===== config.mk =====
export PLATFORM = sky130hd
export DESIGN_NAME = hsfi_probe_seq
export DESIGN_NICKNAME = d
export VERILOG_FILES = /design/src/hdl/hsfi_pkg.sv /design/src/hdl/hsfi_probe_seq.sv
export SDC_FILE = /design/constraint.sdc
export NUM_CORES = 1
export LEC_CHECK = 0
export ABC_AREA = 1
export CAP_MARGIN = 40
export CORE_AREA = 10 10 122 147
export CTS_CLUSTER_DIAMETER = 50
export DETAILED_ROUTE_END_ITERATION = 12
export DIE_AREA = 0 0 132 157
export DONT_BUFFER_PORTS = 1
export SLEW_MARGIN = 20
export SYNTH_ARGS = -nofsm -noshare
export SYNTH_HDL_FRONTEND = slang
export SYNTH_SLANG_ARGS = --single-unit
export TNS_END_PERCENT = 1

===== constraint.sdc =====
create_clock -name clk -period 3.3 [get_ports clk]
set_input_delay 0.66 -clock clk [delete_from_list [all_inputs] [get_ports clk]]
set_output_delay 0.66 -clock clk [all_outputs]
set_load 0.05 [all_outputs]

===== src/hdl/hsfi_pkg.sv =====
// shared types, constants and helpers for the hash slot find-or-insert unit
package hsfi_pkg;

  localparam int INDEX_BITS = 10;
  localparam int TABLE_SIZE = 1 << INDEX_BITS;
  localparam int KEY_W      = 64;
  localparam int SLOT_W     = 10;
  localparam int STATUS_W   = 3;
  localparam int STEP_SHIFT = 60;
  localparam int STEP_W     = KEY_W - STEP_SHIFT;
  localparam int IN_DATA_W  = 64;
  localparam int OUT_DATA_W = 16;

  typedef logic [INDEX_BITS-1:0] idx_t;
  typedef logic [KEY_W-1:0]      key_t;
  typedef logic [STEP_W-1:0]     step_t;
  typedef logic [SLOT_W-1:0]     slot_t;

  localparam idx_t IDX_MAX = {INDEX_BITS{1'b1}};

  typedef enum logic [STATUS_W-1:0] {
    ST_FOUND    = 3'd0,
    ST_INSERTED = 3'd1,
    ST_FULL     = 3'd2,
    ST_ZERO_KEY = 3'd3,
    ST_CLEARED  = 3'd4
  } status_t;

  typedef enum logic {
    OP_FIND_INSERT = 1'b0,
    OP_CLEAR       = 1'b1
  } op_t;

  typedef enum logic [1:0] {
    S_CLEAR,
    S_IDLE,
    S_PROBE,
    S_DONE
  } seq_state_t;

  // one request to the slot store: a write port and a read port
  typedef struct packed {
    logic we;
    idx_t waddr;
    key_t wdata;
    logic re;
    idx_t raddr;
  } ram_req_t;

  typedef struct packed {
    slot_t   slot;
    status_t status;
  } result_t;

  // probe step: top bits of the key forced odd
  function automatic step_t key_step(input key_t key);
    return key[KEY_W-1:STEP_SHIFT] | step_t'(1);
  endfunction

  function automatic idx_t idx_add(input idx_t idx, input step_t step);
    return idx + idx_t'(step);
  endfunction

endpackage


===== src/hdl/hsfi_probe_seq.sv =====
// probe sequencer: clearing sweep, probe loop with the key compare and index adder
module hsfi_probe_seq (
  input  logic                 clk,
  input  logic                 rst_n,
  input  logic                 in_valid,
  input  logic                 in_op,
  input  hsfi_pkg::key_t       in_key,
  output logic                 in_ready,
  input  hsfi_pkg::key_t       rd_data,
  output hsfi_pkg::ram_req_t   ram_req,
  output logic                 res_valid,
  input  logic                 res_ready,
  output hsfi_pkg::result_t    res,
  output hsfi_pkg::seq_state_t state
);
  import hsfi_pkg::*;

  seq_state_t state_r, state_nxt;
  idx_t       clr_cnt_r, clr_cnt_nxt;
  logic       report_r, report_nxt;
  idx_t       n_r, n_nxt;
  idx_t       idx_r, idx_nxt;
  key_t       key_r, key_nxt;
  step_t      step_r, step_nxt;
  result_t    res_r, res_nxt;

  logic  accept;
  logic  hit;
  logic  empty;
  idx_t  start_idx;
  idx_t  next_idx;

  assign accept    = in_valid && (state_r == S_IDLE);
  assign hit       = (rd_data == key_r);
  assign empty     = (rd_data == '0);
  assign start_idx = idx_add(in_key[INDEX_BITS-1:0], key_step(in_key));
  assign next_idx  = idx_add(idx_r, step_r);

  // next state
  always_comb begin
    state_nxt = state_r;
    case (state_r)
      S_CLEAR: begin
        if (clr_cnt_r == IDX_MAX) begin
          state_nxt = report_r ? S_DONE : S_IDLE;
        end
      end
      S_IDLE: begin
        if (accept) begin
          if (in_op == OP_CLEAR) begin
            state_nxt = S_CLEAR;
          end else if (in_key == '0) begin
            state_nxt = S_DONE;
          end else begin
            state_nxt = S_PROBE;
          end
        end
      end
      S_PROBE: begin
        if (hit || empty || (n_r == IDX_MAX)) begin
          state_nxt = S_DONE;
        end
      end
      S_DONE: begin
        if (res_ready) begin
          state_nxt = S_IDLE;
        end
      end
      default: state_nxt = S_IDLE;
    endcase
  end

  // outputs and store requests
  always_comb begin
    in_ready      = (state_r == S_IDLE);
    res_valid     = (state_r == S_DONE);
    ram_req.we    = 1'b0;
    ram_req.waddr = idx_r;
    ram_req.wdata = key_r;
    ram_req.re    = 1'b0;
    ram_req.raddr = start_idx;
    case (state_r)
      S_CLEAR: begin
        ram_req.we    = 1'b1;
        ram_req.waddr = clr_cnt_r;
        ram_req.wdata = '0;
      end
      S_IDLE: begin
        ram_req.re = accept;
      end
      S_PROBE: begin
        // claim the first empty slot unless the key is already there
        ram_req.we    = empty && !hit;
        // next probe is read ahead; it is ignored if this one resolves
        ram_req.re    = 1'b1;
        ram_req.raddr = next_idx;
      end
      default: begin
      end
    endcase
  end

  // datapath registers
  always_comb begin
    clr_cnt_nxt = clr_cnt_r;
    report_nxt  = report_r;
    n_nxt       = n_r;
    idx_nxt     = idx_r;
    key_nxt     = key_r;
    step_nxt    = step_r;
    res_nxt     = res_r;
    case (state_r)
      S_CLEAR: begin
        clr_cnt_nxt = clr_cnt_r + idx_t'(1);
        if (clr_cnt_r == IDX_MAX) begin
          report_nxt = 1'b0;
        end
      end
      S_IDLE: begin
        if (accept) begin
          key_nxt     = in_key;
          step_nxt    = key_step(in_key);
          idx_nxt     = start_idx;
          n_nxt       = '0;
          clr_cnt_nxt = '0;
          res_nxt     = '{slot: '0, status: ST_ZERO_KEY};
          if (in_op == OP_CLEAR) begin
            report_nxt = 1'b1;
            res_nxt    = '{slot: '0, status: ST_CLEARED};
          end
        end
      end
      S_PROBE: begin
        if (hit) begin
          res_nxt = '{slot: slot_t'(idx_r), status: ST_FOUND};
        end else if (empty) begin
          res_nxt = '{slot: slot_t'(idx_r), status: ST_INSERTED};
        end else if (n_r == IDX_MAX) begin
          res_nxt = '{slot: '0, status: ST_FULL};
        end else begin
          idx_nxt = next_idx;
          n_nxt   = n_r + idx_t'(1);
        end
      end
      default: begin
      end
    endcase
  end

  always_ff @(posedge clk) begin
    if (!rst_n) begin
      state_r   <= S_CLEAR;
      clr_cnt_r <= '0;
      report_r  <= 1'b0;
      n_r       <= '0;
    end else begin
      state_r   <= state_nxt;
      clr_cnt_r <= clr_cnt_nxt;
      report_r  <= report_nxt;
      n_r       <= n_nxt;
    end
  end

  always_ff @(posedge clk) begin
    idx_r  <= idx_nxt;
    key_r  <= key_nxt;
    step_r <= step_nxt;
    res_r  <= res_nxt;
  end

  assign res   = res_r;
  assign state = state_r;

endmodule


==> report_table.html, run 1 <==
<table>
<tr><th>Metric</th><th>Value</th></tr>
<tr><th colspan="2">Global route</th></tr>
<tr><td>Overflow after GRT</td><td>0</td></tr>
<tr><td>Largest net degree at the start of global routing</td><td>65</td></tr>
<tr><td>Global-route wire length before repair</td><td>31.4 mm</td></tr>
<tr><td>Initial antenna violation count</td><td>0</td></tr>
<tr><td>Via count of the first global-routing pass</td><td>~5,700</td></tr>
<tr><td>Total routing resource utilization after global routing</td><td>19.3%</td></tr>
<tr><th colspan="2">Yosys</th></tr>
<tr><td>Seq cells post-synth</td><td>110</td></tr>
<tr><td>Share of Yosys cell area claimed by the top area cell type</td><td>39.3%</td></tr>
<tr><td>Post-Syn Nets</td><td>around 1,100</td></tr>
<tr><td>Primary FF master, synth</td><td>sky130_fd_sc_hd__edfxtp_1</td></tr>
<tr><td>EDFF count, synth</td><td>87</td></tr>
<tr><td>Mean instance size in the synthesized netlist</td><td>7.18 sq um</td></tr>
<tr><td>Most instantiated library cell after synthesis</td><td>sky130_fd_sc_hd__nand2_1</td></tr>
<tr><td>Proportion of synthesized chip area in sequential cells</td><td>46.2%</td></tr>
<tr><td>Fraction of synthesis flops using an asynchronous set or reset pin</td><td>0%</td></tr>
<tr><td>Ranking of synthesized cells by area</td><td>sky130_fd_sc_hd__edfxtp_1 39%, sky130_fd_sc_hd__nand2_1 15%, sky130_fd_sc_hd__nor2_1 11%</td></tr>
<tr><td>Cell type with the highest aggregate area in the netlist</td><td>sky130_fd_sc_hd__edfxtp_1</td></tr>
<tr><td>Instance count of the mapped netlist</td><td>926</td></tr>
<tr><td>Distinct cell type count of the synthesized netlist</td><td>39</td></tr>
<tr><td>Synth warnings</td><td>0</td></tr>
<tr><td>Synth cell count leaders</td><td>272 x sky130_fd_sc_hd__nand2_1, 198 x sky130_fd_sc_hd__nor2_1, 155 x sky130_fd_sc_hd__inv_1</td></tr>
<tr><td>Syn Std Cell Area</td><td>6650 sq um</td></tr>
<tr><th colspan="2">Critical path</th></tr>
<tr><td>Count of cells along the worst register-to-register path</td><td>8</td></tr>
<tr><td>Most prevalent standard cell on the critical path</td><td>sky130_fd_sc_hd__nand2_1</td></tr>
<tr><td>RR Endpoint</td><td>idx_r[0]</td></tr>
<tr><td>CP arrival</td><td>approximately 2400 ps</td></tr>
<tr><td>Max Fanout on Critical Path</td><td>3</td></tr>
<tr><td>Crit Reg-Reg Startpoint</td><td>state[1]</td></tr>
<tr><td>Crit path capture type</td><td>primary output</td></tr>
<tr><td>Setup Crit Path Kind</td><td>flip-flop to primary output</td></tr>
<tr><td>Dominant delay contributor by cell family on the critical path</td><td>compound AO/OA/AOI/OAI gates</td></tr>
<tr><td>Crit-path max cell delay</td><td>430 ps</td></tr>
<tr><td>Cell with the largest stage delay on the worst path</td><td>sky130_fd_sc_hd__edfxtp_1</td></tr>
<tr><td>Register-to-register setup slack</td><td>between 600 and 700 ps</td></tr>
<tr><td>Worst path required time</td><td>2640 ps</td></tr>
<tr><td>Critical Path Source Type</td><td>flip-flop</td></tr>
<tr><td>Critical-path cell list</td><td>inv_2, fa_1, o21ai_1, nand2_1, nor2_1, nand2_1, o21ai_1, nand2_1, o22ai_1, buf_4</td></tr>
<tr><td>Sum of buffers and inverters on the critical path</td><td>2</td></tr>
<tr><th colspan="2">Run</th></tr>
<tr><td>Max Cap Violations</td><td>0</td></tr>
<tr><th colspan="2">Clocking</th></tr>
<tr><td>Cell at the root of the clock tree</td><td>sky130_fd_sc_hd__clkbuf_16</td></tr>
<tr><td>Maximum buffer depth of the clock tree</td><td>2</td></tr>
<tr><td>Clock tree from TritonCTS</td><td>done</td></tr>
<tr><td>Clock insertion delay at the later pin of the skew report</td><td>350 ps</td></tr>
<tr><td>Total number of H-tree levels</td><td>3</td></tr>
<tr><td>Post-CTS clock slew at the launch and capture registers of the worst setup and hold paths</td><td>about 80 ps</td></tr>
<tr><td>Clock sinks</td><td>110</td></tr>
<tr><td>Number of buffers added to fix hold violations after cts</td><td>0</td></tr>
<tr><td>Inserted Clock Buffers</td><td>9</td></tr>
<tr><td>Post-CTS Repair Setup Buffers</td><td>0</td></tr>
<tr><td>Resized Gates After CTS</td><td>0</td></tr>
<tr><th colspan="2">Final layout</th></tr>
<tr><td>Post-layout util</td><td>51.9%</td></tr>
<tr><td>Number of antenna cells inserted</td><td>0</td></tr>
<tr><td>Fraction of final layout cells with drive strength greater than 1</td><td>about an eighth</td></tr>
<tr><td>Final-stage net count</td><td>1,161</td></tr>
<tr><td>Area growth from synthesis to final layout</td><td>18.7%</td></tr>
<tr><td>Cell area after layout</td><td>a little under 8000 sq um</td></tr>
<tr><th colspan="2">Drt</th></tr>
<tr><td>Wire per inst</td><td>16.8 um</td></tr>
<tr><td>Via count</td><td>5,928</td></tr>
<tr><td>Routed metal-1 wire length</td><td>7.97 mm</td></tr>
<tr><td>Router iterations before antenna repair</td><td>5</td></tr>
<tr><td>Initial DRC Count</td><td>337</td></tr>
<tr><td>Remaining routing DRC violations</td><td>0</td></tr>
<tr><td>Antenna Violating Nets Remaining</td><td>0</td></tr>
<tr><td>Vias per std cell</td><td>between 4 and 5</td></tr>
<tr><td>Met3 wire length</td><td>1.83 mm</td></tr>
<tr><td>WL final</td><td>20.6 mm</td></tr>
<tr><td>Met2 routed WL</td><td>10.5 mm</td></tr>
<tr><td>Top Layer Used</td><td>met4</td></tr>
<tr><th colspan="2">Die</th></tr>
<tr><td>Area of the die</td><td>20,700 sq um</td></tr>
<tr><td>Area of the placeable core</td><td>15,200 sq um</td></tr>
<tr><td>Width of the die</td><td>132 um</td></tr>
<tr><td>Y dimension of the die</td><td>157 um</td></tr>
<tr><td>Boundary pin count</td><td>between 200 and 250</td></tr>
<tr><td>Initial core utilization</td><td>43.7%</td></tr>
<tr><td>Placement row count</td><td>50</td></tr>
<tr><th colspan="2">Run status</th></tr>
<tr><td>Result of the run</td><td>finished, final reports clean</td></tr>
<tr><th colspan="2">Timing</th></tr>
<tr><td>Worst setup skew after layout</td><td>9.23 ps</td></tr>
<tr><td>Headroom to the max-slew limit</td><td>a little under three fifths</td></tr>
<tr><td>Actual slew at the worst max-slew pin</td><td>669 ps</td></tr>
<tr><td>Endpoints failing hold</td><td>0</td></tr>
<tr><td>Clock period minus worst slack</td><td>3070 ps</td></tr>
<tr><td>Timing-limited maximum frequency</td><td>326 MHz</td></tr>
<tr><td>Final setup violating endpoints</td><td>0</td></tr>
<tr><td>Final critical-path setup slack</td><td>229 ps</td></tr>
<tr><td>Count of pins over their slew limit</td><td>0</td></tr>
<tr><td>Unrepaired setup endpoints after global routing</td><td>false</td></tr>
<tr><td>Post-route fraction of the period consumed by the critical path</td><td>93.1%</td></tr>
<tr><th colspan="2">Placement</th></tr>
<tr><td>Worst setup slack after placement</td><td>165 ps</td></tr>
<tr><td>Post-place instance area</td><td>7600 sq um</td></tr>
<tr><td>Count of input and output buffers</td><td>0</td></tr>
<tr><td>Weighted congestion reported at the end of routability-driven placement</td><td>approximately 0.9</td></tr>
<tr><td>Post-DP HPWL</td><td>16.8 mm</td></tr>
<tr><th colspan="2">Pwr</th></tr>
<tr><td>Worst vdd ir</td><td>0.000639 V</td></tr>
<tr><td>Areal power density over the cells</td><td>834 nW/um^2</td></tr>
<tr><td>Reported leakage power</td><td>3.72 nW</td></tr>
<tr><th colspan="2">Min path</th></tr>
<tr><td>Hold worst-path end</td><td>key_r[33]</td></tr>
<tr><td>Tightest Hold Check Type</td><td>input port to flip-flop</td></tr>
<tr><td>Hold path startpoint</td><td>in_key[33]</td></tr>
<tr><td>Depth of the worst hold-timing path</td><td>0</td></tr>
</table>
[metrics by stage]
| step | instances | setup TNS (ps) | total power [mW] | hold WS (ps) |
|---|---|---|---|---|
| global route | 1227 | 0 | 6.94 | 378 |
| detailed placement | 1211 | 0 | 5.58 | 472 |
| floorplan | 926 | -10250 | 4.51 | 454 |
| finish | 1227 | 0 | 6.58 | 395 |
| global placement | 1210 | 0 | 5.56 | 471 |
| CTS | 1227 | 0 | 6.63 | 383 |
[report_power, final]
part           internal, mW  total [mW]  switching, mW
clock                 0.533        1.04          0.508
combinational         0.919        3.47           2.55
sequential             1.78        2.07          0.286
[how the worst max path moves through the flow]
stage	slack, ps	from	to	depth (start not counted)
3_5_place_dp	170	in_key[2]	ram_req[9]	12
4_1_cts	100	key_r[61]	ram_req[8]	10
6_report	230	key_r[61]	ram_req[8]	10
2_1_floorplan	-230	state[0]	clr_cnt_r[1]	6
3_3_place_gp	210	in_key[2]	ram_req[9]	12
5_1_grt	20	key_r[62]	ram_req[9]	13
[state kept, by name (all words and copies together) (netlist names)]
signal / flops
res: 13
step_r: 1
clr_cnt_r: 10
n_r: 10
key_r: 63
idx_r: 10
report_r: 1
state: 2
[logic make-up (layout without fill, tap and decap cells)]
| kind of cell | after synthesis | count (layout) | share of synthesized area [%] |
|---|---|---|---|
| flip-flops | 110 | 110 | 46.2 |
| adder cells (fa/ha/maj) | 14 | 14 | 2.86 |
| AND/OR/NAND/NOR | 537 | 537 | 32.4 |
| XOR/XNOR | 18 | 18 | 2.37 |
| buffers and inverters | 178 | 271 | 10.3 |
| AO/OA/AOI/OAI | 68 | 68 | 5.74 |
| multiplexers | 1 | 1 | 0.151 |
[routing by layer]
metal	global-route usage, %	up-vias
li1	-	3061
met1	21.6	2646
met2	34.2	203
met3	6.28	18
met4	5.73	0
met5	0	-
[final cells by class]
cell class / count / area, sq um
Fill cell: 1541 / 7310
Sequential cell: 110 / 3070
Multi-Input combinational cell: 638 / 2930
Timing Repair Buffer: 94 / 743
Inverter: 161 / 604
Tap cell: 208 / 260
Clock buffer: 11 / 243
Clock inverter: 5 / 35.0
[placed cells by master (no fill, tap or decap), types with 10 or more instances in the layout]
master,Yosys,layout
sky130_fd_sc_hd__xor2_1,16,16
sky130_fd_sc_hd__o21ai_1,0,15
sky130_fd_sc_hd__nand2_1,272,272
sky130_fd_sc_hd__inv_1,155,154
sky130_fd_sc_hd__o21ai_0,25,10
sky130_fd_sc_hd__nand4_1,21,21
sky130_fd_sc_hd__edfxtp_1,87,87
sky130_fd_sc_hd__nand3_1,28,28
sky130_fd_sc_hd__buf_4,0,91
sky130_fd_sc_hd__dfxtp_1,23,23
sky130_fd_sc_hd__a21oi_1,26,26
sky130_fd_sc_hd__nor2_1,198,197
sky130_fd_sc_hd__ha_1,12,10
No activity file was read; power rests on OpenSTA's default activity.
==> run 2: changes to the inputs <==
CELL_PAD_IN_SITES_DETAIL_PLACEMENT = 0   (was not set)
CELL_PAD_IN_SITES_GLOBAL_PLACEMENT = 2   (was not set)
CORE_AREA = 10 10 139 167   (was 10 10 122 147)
DIE_AREA = 0 0 149 177   (was 0 0 132 157)
PLACE_DENSITY_LB_ADDON = 0.1   (was not set)
==> run 2 against run 1 <==
Against the previous run: clock power rose by 9%; sequential share of layout area fell by 0.40 points; clock skew rose by 1.5 ps; via count fell by 0.35%; register-to-register slack improved by 50 ps; combinational power barely moved; flip-flop and latch count did not move; critical path type unchanged; total power rose by 1.4%; largest cell class unchanged; setup slack improved by 8.6 ps; global-route usage fell by 2.9 points; non-clock buffer count did not move; highest routed layer unchanged.
==> report_table.html, run 2 (same netlist as run 1, synthesis figures left out) <==
<table>
<tr><th>Metric</th><th>Value</th></tr>
<tr><th colspan="2">Critical path</th></tr>
<tr><td>CP arrival</td><td>2400 ps (about the same)</td></tr>
<tr><td>Crit path capture type</td><td>primary output</td></tr>
<tr><td>Register-to-register setup slack</td><td>680 ps (+50 ps)</td></tr>
<tr><td>Worst path required time</td><td>2640 ps (about the same)</td></tr>
<tr><td>RR Endpoint</td><td>idx_r[6]</td></tr>
<tr><td>Count of cells along the worst register-to-register path</td><td>9 (+1)</td></tr>
<tr><td>Setup Crit Path Kind</td><td>flip-flop to primary output</td></tr>
<tr><td>Launch point of the worst path</td><td>key_r[61]</td></tr>
<tr><td>Critical Path Source Type</td><td>flip-flop</td></tr>
<tr><td>Crit Reg-Reg Startpoint</td><td>state[1]</td></tr>
<tr><td>Max Fanout on Critical Path</td><td>3 (unchanged)</td></tr>
<tr><th colspan="2">Global route</th></tr>
<tr><td>Total routing resource utilization after global routing</td><td>16.4% (-2.9 points)</td></tr>
<tr><td>Overflow after GRT</td><td>0 (unchanged)</td></tr>
<tr><td>Via count of the first global-routing pass</td><td>5,836 (+2.2%)</td></tr>
<tr><td>Largest net degree at the start of global routing</td><td>52 (-20%)</td></tr>
<tr><td>Initial antenna violation count</td><td>0 (unchanged)</td></tr>
<tr><td>Global-route wire length before repair</td><td>33.6 mm (+7.0%)</td></tr>
<tr><th colspan="2">Timing</th></tr>
<tr><td>Clock period minus worst slack</td><td>3060 ps (-8.60 ps)</td></tr>
<tr><td>Endpoints failing hold</td><td>0 (unchanged)</td></tr>
<tr><td>Post-route fraction of the period consumed by the critical path</td><td>92.8% (-0.26 points)</td></tr>
<tr><td>Unrepaired setup endpoints after global routing</td><td>false</td></tr>
<tr><td>Worst setup skew after layout</td><td>10.8 ps (+1.53 ps)</td></tr>
<tr><td>Final critical-path setup slack</td><td>237 ps (+8.60 ps)</td></tr>
<tr><td>Final setup violating endpoints</td><td>0 (unchanged)</td></tr>
<tr><td>Timing-limited maximum frequency</td><td>326 MHz (+0.28%)</td></tr>
<tr><td>Sum of negative setup slack</td><td>0 ps (unchanged)</td></tr>
<tr><td>Headroom to the max-slew limit</td><td>57.3% (+1.9 points)</td></tr>
<tr><td>Actual slew at the worst max-slew pin</td><td>640 ps (-28.8 ps)</td></tr>
<tr><td>Count of pins over their slew limit</td><td>0 (unchanged)</td></tr>
<tr><td>Smallest hold slack</td><td>396 ps (+1.28 ps)</td></tr>
<tr><th colspan="2">Clocking</th></tr>
<tr><td>Post-CTS clock slew at the launch and capture registers of the worst setup and hold paths</td><td>80 ps (about the same)</td></tr>
<tr><td>Clock insertion delay at the later pin of the skew report</td><td>350 ps (about the same)</td></tr>
<tr><td>Number of buffers added to fix hold violations after cts</td><td>0 (unchanged)</td></tr>
<tr><td>Cell at the root of the clock tree</td><td>sky130_fd_sc_hd__clkbuf_16</td></tr>
<tr><td>Clock sinks</td><td>110 (unchanged)</td></tr>
<tr><td>Clock tree from TritonCTS</td><td>done</td></tr>
<tr><td>Maximum buffer depth of the clock tree</td><td>2 (unchanged)</td></tr>
<tr><td>Total number of H-tree levels</td><td>3 (unchanged)</td></tr>
<tr><td>Inserted Clock Buffers</td><td>9 (unchanged)</td></tr>
<tr><th colspan="2">Placement</th></tr>
<tr><td>Count of input and output buffers</td><td>0 (unchanged)</td></tr>
<tr><td>Weighted congestion reported at the end of routability-driven placement</td><td>0.850 (-3.4%)</td></tr>
<tr><td>Cell total after placement</td><td>1,268 (+4.7%)</td></tr>
<tr><td>Worst setup slack after placement</td><td>160 ps (-4.88 ps)</td></tr>
<tr><td>Post-DP HPWL</td><td>18.5 mm (+10%)</td></tr>
<tr><td>Post-place instance area</td><td>7660 sq um (+0.77%)</td></tr>
<tr><th colspan="2">Final layout</th></tr>
<tr><td>Post-layout util</td><td>39.9% (-12 points)</td></tr>
<tr><td>Cell area after layout</td><td>7970 sq um (+1.0%)</td></tr>
<tr><td>Most frequent cells in the layout</td><td>272 x sky130_fd_sc_hd__nand2_1, 197 x sky130_fd_sc_hd__nor2_1, 154 x sky130_fd_sc_hd__inv_1</td></tr>
<tr><td>Final standard cell count with taps included and fillers excluded</td><td>1,284 (+4.6%)</td></tr>
<tr><td>Number of antenna cells inserted</td><td>0 (unchanged)</td></tr>
<tr><td>Final-stage net count</td><td>1,161 (unchanged)</td></tr>
<tr><td>Largest reg by FF count</td><td>key_r</td></tr>
<tr><td>Most common cell after layout, fill and taps aside</td><td>sky130_fd_sc_hd__nand2_1</td></tr>
<tr><td>Number of flip-flops in the largest register</td><td>63 (unchanged)</td></tr>
<tr><td>Area growth from synthesis to final layout</td><td>20.0%</td></tr>
<tr><td>Fraction of final layout cells with drive strength greater than 1</td><td>12.4% (+0.098 points)</td></tr>
<tr><th colspan="2">Drt</th></tr>
<tr><td>Remaining routing DRC violations</td><td>0 (unchanged)</td></tr>
<tr><td>Vias per std cell</td><td>4.60 (-4.8%)</td></tr>
<tr><td>WL final</td><td>22.5 mm (+9.1%)</td></tr>
<tr><td>Top Layer Used</td><td>met4</td></tr>
<tr><td>Routed metal-1 wire length</td><td>9.27 mm (+16%)</td></tr>
<tr><td>Met2 routed WL</td><td>11.2 mm (+6.5%)</td></tr>
<tr><td>Router iterations before antenna repair</td><td>6 (+1)</td></tr>
<tr><td>Initial DRC Count</td><td>289 (-14%)</td></tr>
<tr><td>Antenna Violating Nets Remaining</td><td>0 (unchanged)</td></tr>
<tr><td>Wire per inst</td><td>17.5 um (+4.2%)</td></tr>
<tr><td>Met3 wire length</td><td>1.74 mm (-4.8%)</td></tr>
<tr><td>Via count</td><td>5,907 (-0.35%)</td></tr>
<tr><th colspan="2">Pwr</th></tr>
<tr><td>Logic pwr share</td><td>52.0% (-0.7 points)</td></tr>
<tr><td>Total Power Consumption</td><td>6.68 mW (+1.4%)</td></tr>
<tr><td>Areal power density over the cells</td><td>837 nW/um^2 (+0.35%)</td></tr>
<tr><td>Clock network fraction of total power</td><td>16.9% (+1.1 points)</td></tr>
<tr><td>Worst vdd ir</td><td>0.000670 V (+4.9%)</td></tr>
<tr><td>Reported leakage power</td><td>3.73 nW (+0.34%)</td></tr>
<tr><td>Net switching power</td><td>3.37 mW (+0.71%)</td></tr>
<tr><td>Switching fraction of total power</td><td>50.5% (-0.35 points)</td></tr>
<tr><td>Total internal power</td><td>3.30 mW (+2.1%)</td></tr>
<tr><td>Reg power frac</td><td>31.1% (-0.3 points)</td></tr>
<tr><th colspan="2">Run</th></tr>
<tr><td>Max Cap Violations</td><td>0 (unchanged)</td></tr>
<tr><th colspan="2">Min path</th></tr>
<tr><td>Depth of the worst hold-timing path</td><td>0 (unchanged)</td></tr>
<tr><td>Hold path startpoint</td><td>in_key[21]</td></tr>
<tr><td>Hold worst-path end</td><td>key_r[21]</td></tr>
<tr><td>Tightest Hold Check Type</td><td>input port to flip-flop</td></tr>
<tr><th colspan="2">Die</th></tr>
<tr><td>Area of the die</td><td>26,400 sq um (+27%)</td></tr>
<tr><td>Boundary pin count</td><td>236 (unchanged)</td></tr>
<tr><td>Initial core utilization</td><td>33.3% (-10 points)</td></tr>
<tr><td>Y dimension of the die</td><td>177 um (+13%)</td></tr>
<tr><td>Area of the placeable core</td><td>20,000 sq um (+31%)</td></tr>
<tr><td>Placement row count</td><td>57 (+14%)</td></tr>
<tr><td>Width of the die</td><td>149 um (+13%)</td></tr>
<tr><th colspan="2">Run status</th></tr>
<tr><td>Result of the run</td><td>finished, final reports clean</td></tr>
</table>
[run 2: worst max path at each step]
stage | endpoint | cells after the start | slack, ps
4_1_cts | ram_req[9] | 13 | 110
3_5_place_dp | ram_req[9] | 12 | 160
6_report | ram_req[8] | 10 | 240
3_3_place_gp | ram_req[9] | 12 | 210
2_1_floorplan | clr_cnt_r[1] | 6 | -230
5_1_grt | ram_req[8] | 10 | 30
[run 2: area by class of cell]
type	instances	area (sq um)
Inverter	161	604
Clock buffer	11	243
Timing Repair Buffer	94	731
Sequential cell	110	3070
Fill cell	2052	12000
Tap cell	265	332
Clock inverter	5	58.8
Multi-Input combinational cell	638	2930
[run 2: power by group through the flow]
stage | combinational [mW] | sequential [mW] | clock (mW)
6_report | 3.47 | 2.08 | 1.13
5_1_grt | 3.71 | 2.10 | 1.22
4_1_cts | 3.51 | 2.08 | 1.16
3_5_place_dp | 3.50 | 2.10 | 0
3_3_place_gp | 3.48 | 2.11 | 0
2_1_floorplan | 2.40 | 2.11 | 0
[run 2: routing by layer]
| metal | up-vias | global-route usage, % |
|---|---|---|
| met1 | 2664 | 18.8 |
| met5 | - | 0 |
| li1 | 3057 | - |
| met2 | 168 | 28.7 |
| met4 | 0 | 3.77 |
| met3 | 18 | 5.73 |
[run 2: timing repair]
item                                    4_1_cts  5_1_grt
setup buffers                                 0        0
endpoints found under the setup margin        0        2
resized for setup                             0        4
[run 2: critical path, cell delays in order (launching register included)]
cell	delay [ps]
sky130_fd_sc_hd__edfxtp_1	430
sky130_fd_sc_hd__inv_2	80
sky130_fd_sc_hd__fa_1	420
sky130_fd_sc_hd__o21ai_1	180
sky130_fd_sc_hd__nand2_1	100
sky130_fd_sc_hd__nor2_1	130
sky130_fd_sc_hd__nand2_1	110
sky130_fd_sc_hd__o21ai_0	160
sky130_fd_sc_hd__nand2_1	70
sky130_fd_sc_hd__o22ai_1	140
sky130_fd_sc_hd__buf_4	240
